File: config.mk
export PLATFORM = sky130hd
export DESIGN_NAME = spc_ram
export DESIGN_NICKNAME = d
export VERILOG_FILES = /design/src/rtl/spc_ram.sv
export SDC_FILE = /design/constraint.sdc
export NUM_CORES = 2
export LEC_CHECK = 0
export ABC_CLOCK_PERIOD_IN_PS = 5200
export BUFFER_PORTS_ARGS = -buffer_cell sky130_fd_sc_hd__buf_2
export CORE_MARGIN = 1
export CORE_UTILIZATION = 50
export CTS_BUF_LIST = sky130_fd_sc_hd__clkbuf_4 sky130_fd_sc_hd__clkbuf_8
export DETAILED_ROUTE_END_ITERATION = 10
export PLACE_DENSITY = 0.69
export SKIP_CTS_REPAIR_TIMING = 1
export SYNTH_ARGS = -nofsm -noshare
export SYNTH_HDL_FRONTEND = slang
export SYNTH_SLANG_ARGS = --single-unit
File: constraint.sdc
create_clock -name clk_i -period 5.2 [get_ports clk_i]
set_input_delay 1.04 -clock clk_i [delete_from_list [all_inputs] [get_ports clk_i]]
set_output_delay 1.04 -clock clk_i [all_outputs]
set_load 0.02 [all_outputs]
File: src/rtl/spc_ram.sv
// ----------------------------------------------------------------------------
// spc_ram
// generic single-write, single-read ram with registered read data
// ----------------------------------------------------------------------------
module spc_ram #(
  parameter int unsigned WIDTH = 8,
  parameter int unsigned DEPTH = 256
) (
  input  logic                     clk_i,
  input  logic                     we_i,
  input  logic [$clog2(DEPTH)-1:0] waddr_i,
  input  logic [WIDTH-1:0]         wdata_i,
  input  logic [$clog2(DEPTH)-1:0] raddr_i,
  output logic [WIDTH-1:0]         rdata_o
);

  logic [WIDTH-1:0] mem [DEPTH];

  always_ff @(posedge clk_i) begin
    if (we_i) begin
      mem[waddr_i] <= wdata_i;
    end
    rdata_o <= mem[raddr_i];
  end

endmodule

==> Word-level counts from Yosys, hierarchy flattened <==
Memory sizes are Yosys's and may differ from the RTL's. A register that Yosys moved wholly into a read port is not among the register bits.
Cells that the tools add are included.
{ "totals": {"ff_bits": 0, "ram_bits": 2048, "inputBits": 26, "output_inout_bits": 8, "word_cells": 3, "mem_count": 1} }
{ "classes": {"mux": 2} }
{ "mem_list": {"columns": ["name", "depth", "width", "read_ports", "rd_clocked_by_memory_dff", "wr", "line", "text"], "rows": [
  ["mem", 256, 8, 1, 1, 1, "17", "logic [WIDTH-1:0] mem [DEPTH];"]
]} }
{ "op_table": {"columns": ["cell", "n"], "rows": [
  ["$mux W1", 2]
]} }

==> Depth between registers and ports, before layout <==
{ "depth": {"ltp_word": 2, "ltp_mapped": 11, "depth_no_buf": 6} }

==> Worst setup path after synthesis <==
OpenSTA, ideal clock, no wires.
{ "synth_timing": {"path_kind": "input -> register", "start": "input raddr_i[0]", "end": "register rdata_o[2], read port of mem", "setup_ps": 131, "t_arrival_ps": 2847, "required_time_ps": 5069, "slack_ps": 2222, "path_stages": 9, "path_buffers": 4, "path_cell_list": "buf_6 -> buf_12 -> buf_8 -> buf_2 -> mux4_2 -> a22oi_1 -> a21oi_1 -> nor4_1 -> nor4_2"} }
{ "synth_rtl": {"columns": ["item", "line", "text"], "rows": [
  ["start, declared", "13", "input logic [$clog2(DEPTH)-1:0] raddr_i,"],
  ["end, declared", "14", "output logic [WIDTH-1:0] rdata_o"]
]} }

==> summary.txt <==
Clock tree
  • Num CTS Buffers: approximately 340
  • CTS tree: built
  • H-Tree Depth: 5
  • Clock buffer depth: 4
  • Worst-path clk slew: ~0.060 ns
  • CTS Sinks: between 2000 and 2500
  • Clock root buffer: clkbuf_8
  • Worst-Skew Late Latency: about 1.0 ns

Hold path
  • HP Start: wdata_i[2]
  • Hold Path Class: input pin to flop
  • Worst hold stages: 1
  • WHS Endpoint: mem[171][2]

Critical path
  • Crit path required time: about 6.1 ns
  • Type of origin of the critical path: input pin
  • FF-to-FF End: rdata_o[0]
  • Bufs and invs on worst path: 4
  • Reg2Reg Launch Point: mem[15][0]
  • Worst Path Max Fanout: 46
  • WP data arrival: about 4.6 ns
  • Largest stage delay on the critical path: roughly 0.96 ns
  • Critical path's slowest cell: nor4_1
  • Worst r2r path cells: 6
  • Worst path cell trace: buf_8, buf_12, buf_4, mux4_2, a22oi_1, a21oi_1, nor4_1, buf_4, nor4_1
  • Critical path endpoint category: flop
  • Top cell family by delay on the critical path: buffers and inverters
  • Flop2flop setup slack: 2.45 ns
  • WS Path Type: input pin to flop

Drt
  • Vias: roughly 40000
  • WL final: ~190 mm
  • Wire per inst: 30.06 um
  • Routed Antenna Nets: 0
  • Number of vias per cell: approximately 6.2
  • DRC viols: 0
  • DR pass1 iterations: 6
  • DRT iter0 DRCs: 4903

Cells and area
  • Final-layout fill cell count: about 12000
  • Area Growth Syn to Fin: 11.76%
  • Final net count: 4075
  • Post-route core utilization: between 50% and 60%
  • Design Area, Final: ~0.089 mm2
  • Multi-input logic area: 0.01650 mm2
  • Register Area: 0.06166 mm2
  • Layout cell share with drive strength beyond 1: ~28%
  • Most common cell after layout, fill and taps aside: edfxtp_1
  • Most frequent cells in the layout: 2048 x edfxtp_1, 454 x mux4_2, 348 x clkbuf_8

Yosys
  • Post-Syn Area: between 0.07 and 0.08 mm2
  • Compound-Gate Fraction of Synth Area: under 10%
  • Synth Register Bits: 2056
  • Register area share after synthesis: between 70% and 80%
  • Yosys cell types: 55
  • Post-synthesis mux area share: between 10% and 20%
  • Simple-Gate Fraction of Synth Area: 2.628%
  • Synth area leader: edfxtp_1
  • Syn Nets: ~3800
  • Synth warnings: 0
  • Syn Inst Count: 3733
  • Main combinational cell family by area after synthesis: multiplexers
  • Synth top area share: 77.30%
  • Synth Flop Type: edfxtp_1
  • Post-Synth Adder-Cell Area: 0%
  • Avg Cell Area, Syn: approximately 21 um2
  • Fraction of registers with async set/reset: 0%
  • Area contributors post-synth: edfxtp_1 77%, mux4_2 13%, mux2i_1 1.7%, nor2_1 1.3%, a22oi_1 1.3%
  • Number of flops mapped to enable cells by yosys: approximately 2000
  • Post-synthesis xor/xnor area fraction: 0%

STA
  • Setup Skew: roughly 0.07 ns
  • PnR worst setup slack: around 1.5 ns
  • Fin crit share: between 70 and 80%
  • Min Tclk post-route: roughly 3.7 ns
  • Setup Viol. Count Final: 0
  • Fmax: around 0.27 GHz
  • RSZ-0062 raised after global routing: no
  • Final Max Slew Viols: 0
  • Worst slew pin tran: about 1.4 ns
  • Hold Fails Final Rpt: 0
  • Max_slew headroom: just over 7%
  • Post-route setup TNS: 0 ns

Floorplan
  • Die H: between 400 and 500 um
  • Die W: 400.9 um
  • Boundary pin count: 34
  • Initial Util: a little over 50%
  • Row cnt: about 150
  • Die area: approximately 0.16 mm2
  • Core area: 0.1582 mm2

Place
  • Port bufs: 33
  • Final GP Congestion: 0.8407
  • Dpl hpwl: ~120 mm
  • Placed Instance Area: between 0.08 and 0.09 mm2
  • Pre-CTS WS: about 0.50 ns

Power
  • Pwr dens: between 300 and 400 mW/mm2
  • Leakage power: about 28 nW
  • Maximum vdd ir drop: ~0.00032 V

GRT
  • Global-route wire length before repair: 277.0 mm
  • Overflow after GRT: 0
  • Initial antenna violation count: 10
  • Total track usage: a little under a quarter
  • Largest net degree at the start of global routing: 178
  • Vias in the first global route: around 40000

Outcome
  • Run status: finished, final reports clean

Job
  • Maxcap violations: 0
==> cells in the mapped netlist (3+ instances only) <==
| cell type | n |
|---|---|
| edfxtp_1 | 2048 |
| mux4_2 | 454 |
| nor2_1 | 282 |
| mux2i_1 | 134 |
| a22oi_1 | 133 |
| clkbuf_1 | 111 |
| a21oi_1 | 96 |
| o221ai_1 | 46 |
| nand3_1 | 34 |
| nand2_1 | 33 |
| buf_2 | 31 |
| nor2b_1 | 31 |
| o22ai_1 | 28 |
| buf_4 | 27 |
| nor4_1 | 24 |
| buf_1 | 22 |
| nor3_1 | 22 |
| buf_6 | 21 |
| a211oi_1 | 16 |
| a221oi_1 | 13 |
| buf_8 | 13 |
| nand4_1 | 10 |
| o211ai_1 | 10 |
| o21ai_0 | 10 |
| a22o_1 | 8 |
| buf_12 | 8 |
| dfxtp_1 | 8 |
| nand2b_1 | 8 |
| and2_1 | 6 |
| o22a_1 | 5 |
| o32ai_1 | 4 |
| or2_2 | 4 |
| nor4_2 | 3 |
==> where the power goes <==
group,internal (mW),switching [mW]
Combinational,0.577,1.08
Sequential,18.3,0.0426
Clock,7.18,6.11
==> how the worst max path moves through the flow <==
stage | startpoint | to | slack, ns | cells past startpoint
floorplan | raddr_i[0] | rdata_o[2] | 2.22 | 9
global placement | raddr_i[0] | rdata_o[7] | 0.46 | 8
detailed placement | raddr_i[0] | rdata_o[0] | 0.50 | 9
CTS | raddr_i[0] | rdata_o[0] | 1.61 | 9
global route | raddr_i[0] | rdata_o[4] | 1.36 | 9
finish | raddr_i[0] | rdata_o[4] | 1.46 | 9
==> layer usage <==
layer / share of wire [%] / GRT usage, %
met4: 2.7 / 7.562
met1: 40 / 34.41
met3: 10 / 6.030
met5: 0.026 / 0
met2: 47 / 36.30
==> area by class of cell <==
type                       count  area share [%]
antenna                       10         0.02814
clock buffer                 457           6.286
clock inverter               121          0.7486
inverter                       2        0.008443
multi-input combinational   1442           18.56
sequential                  2056           69.35
tap                         2072           2.916
timing repair buffer         211           2.107
==> registers in the layout, summed over array words and instances, names as in the netlist <==
signal and cells:
mem 2048, rdata_o 8
==> cells by family after synthesis <==
logic type / count (synthesis)
and+or+nand+nor: 466
DFF: 2056
AOI/OAI and AO/OA: 385
muxes: 591
buffers and inverters: 235
==> stage by stage <==
step	power [mW]	cells	hold WS, ns
6_report	33.27	6371	0.5622
5_1_grt	34.24	6365	0.5436
4_1_cts	33.46	6361	0.5002
3_5_place_dp	20.32	5783	1.081
3_3_place_gp	20.29	5782	1.077
2_1_floorplan	19.53	3733	0.7699
No activity file was read; power rests on OpenSTA's default activity.
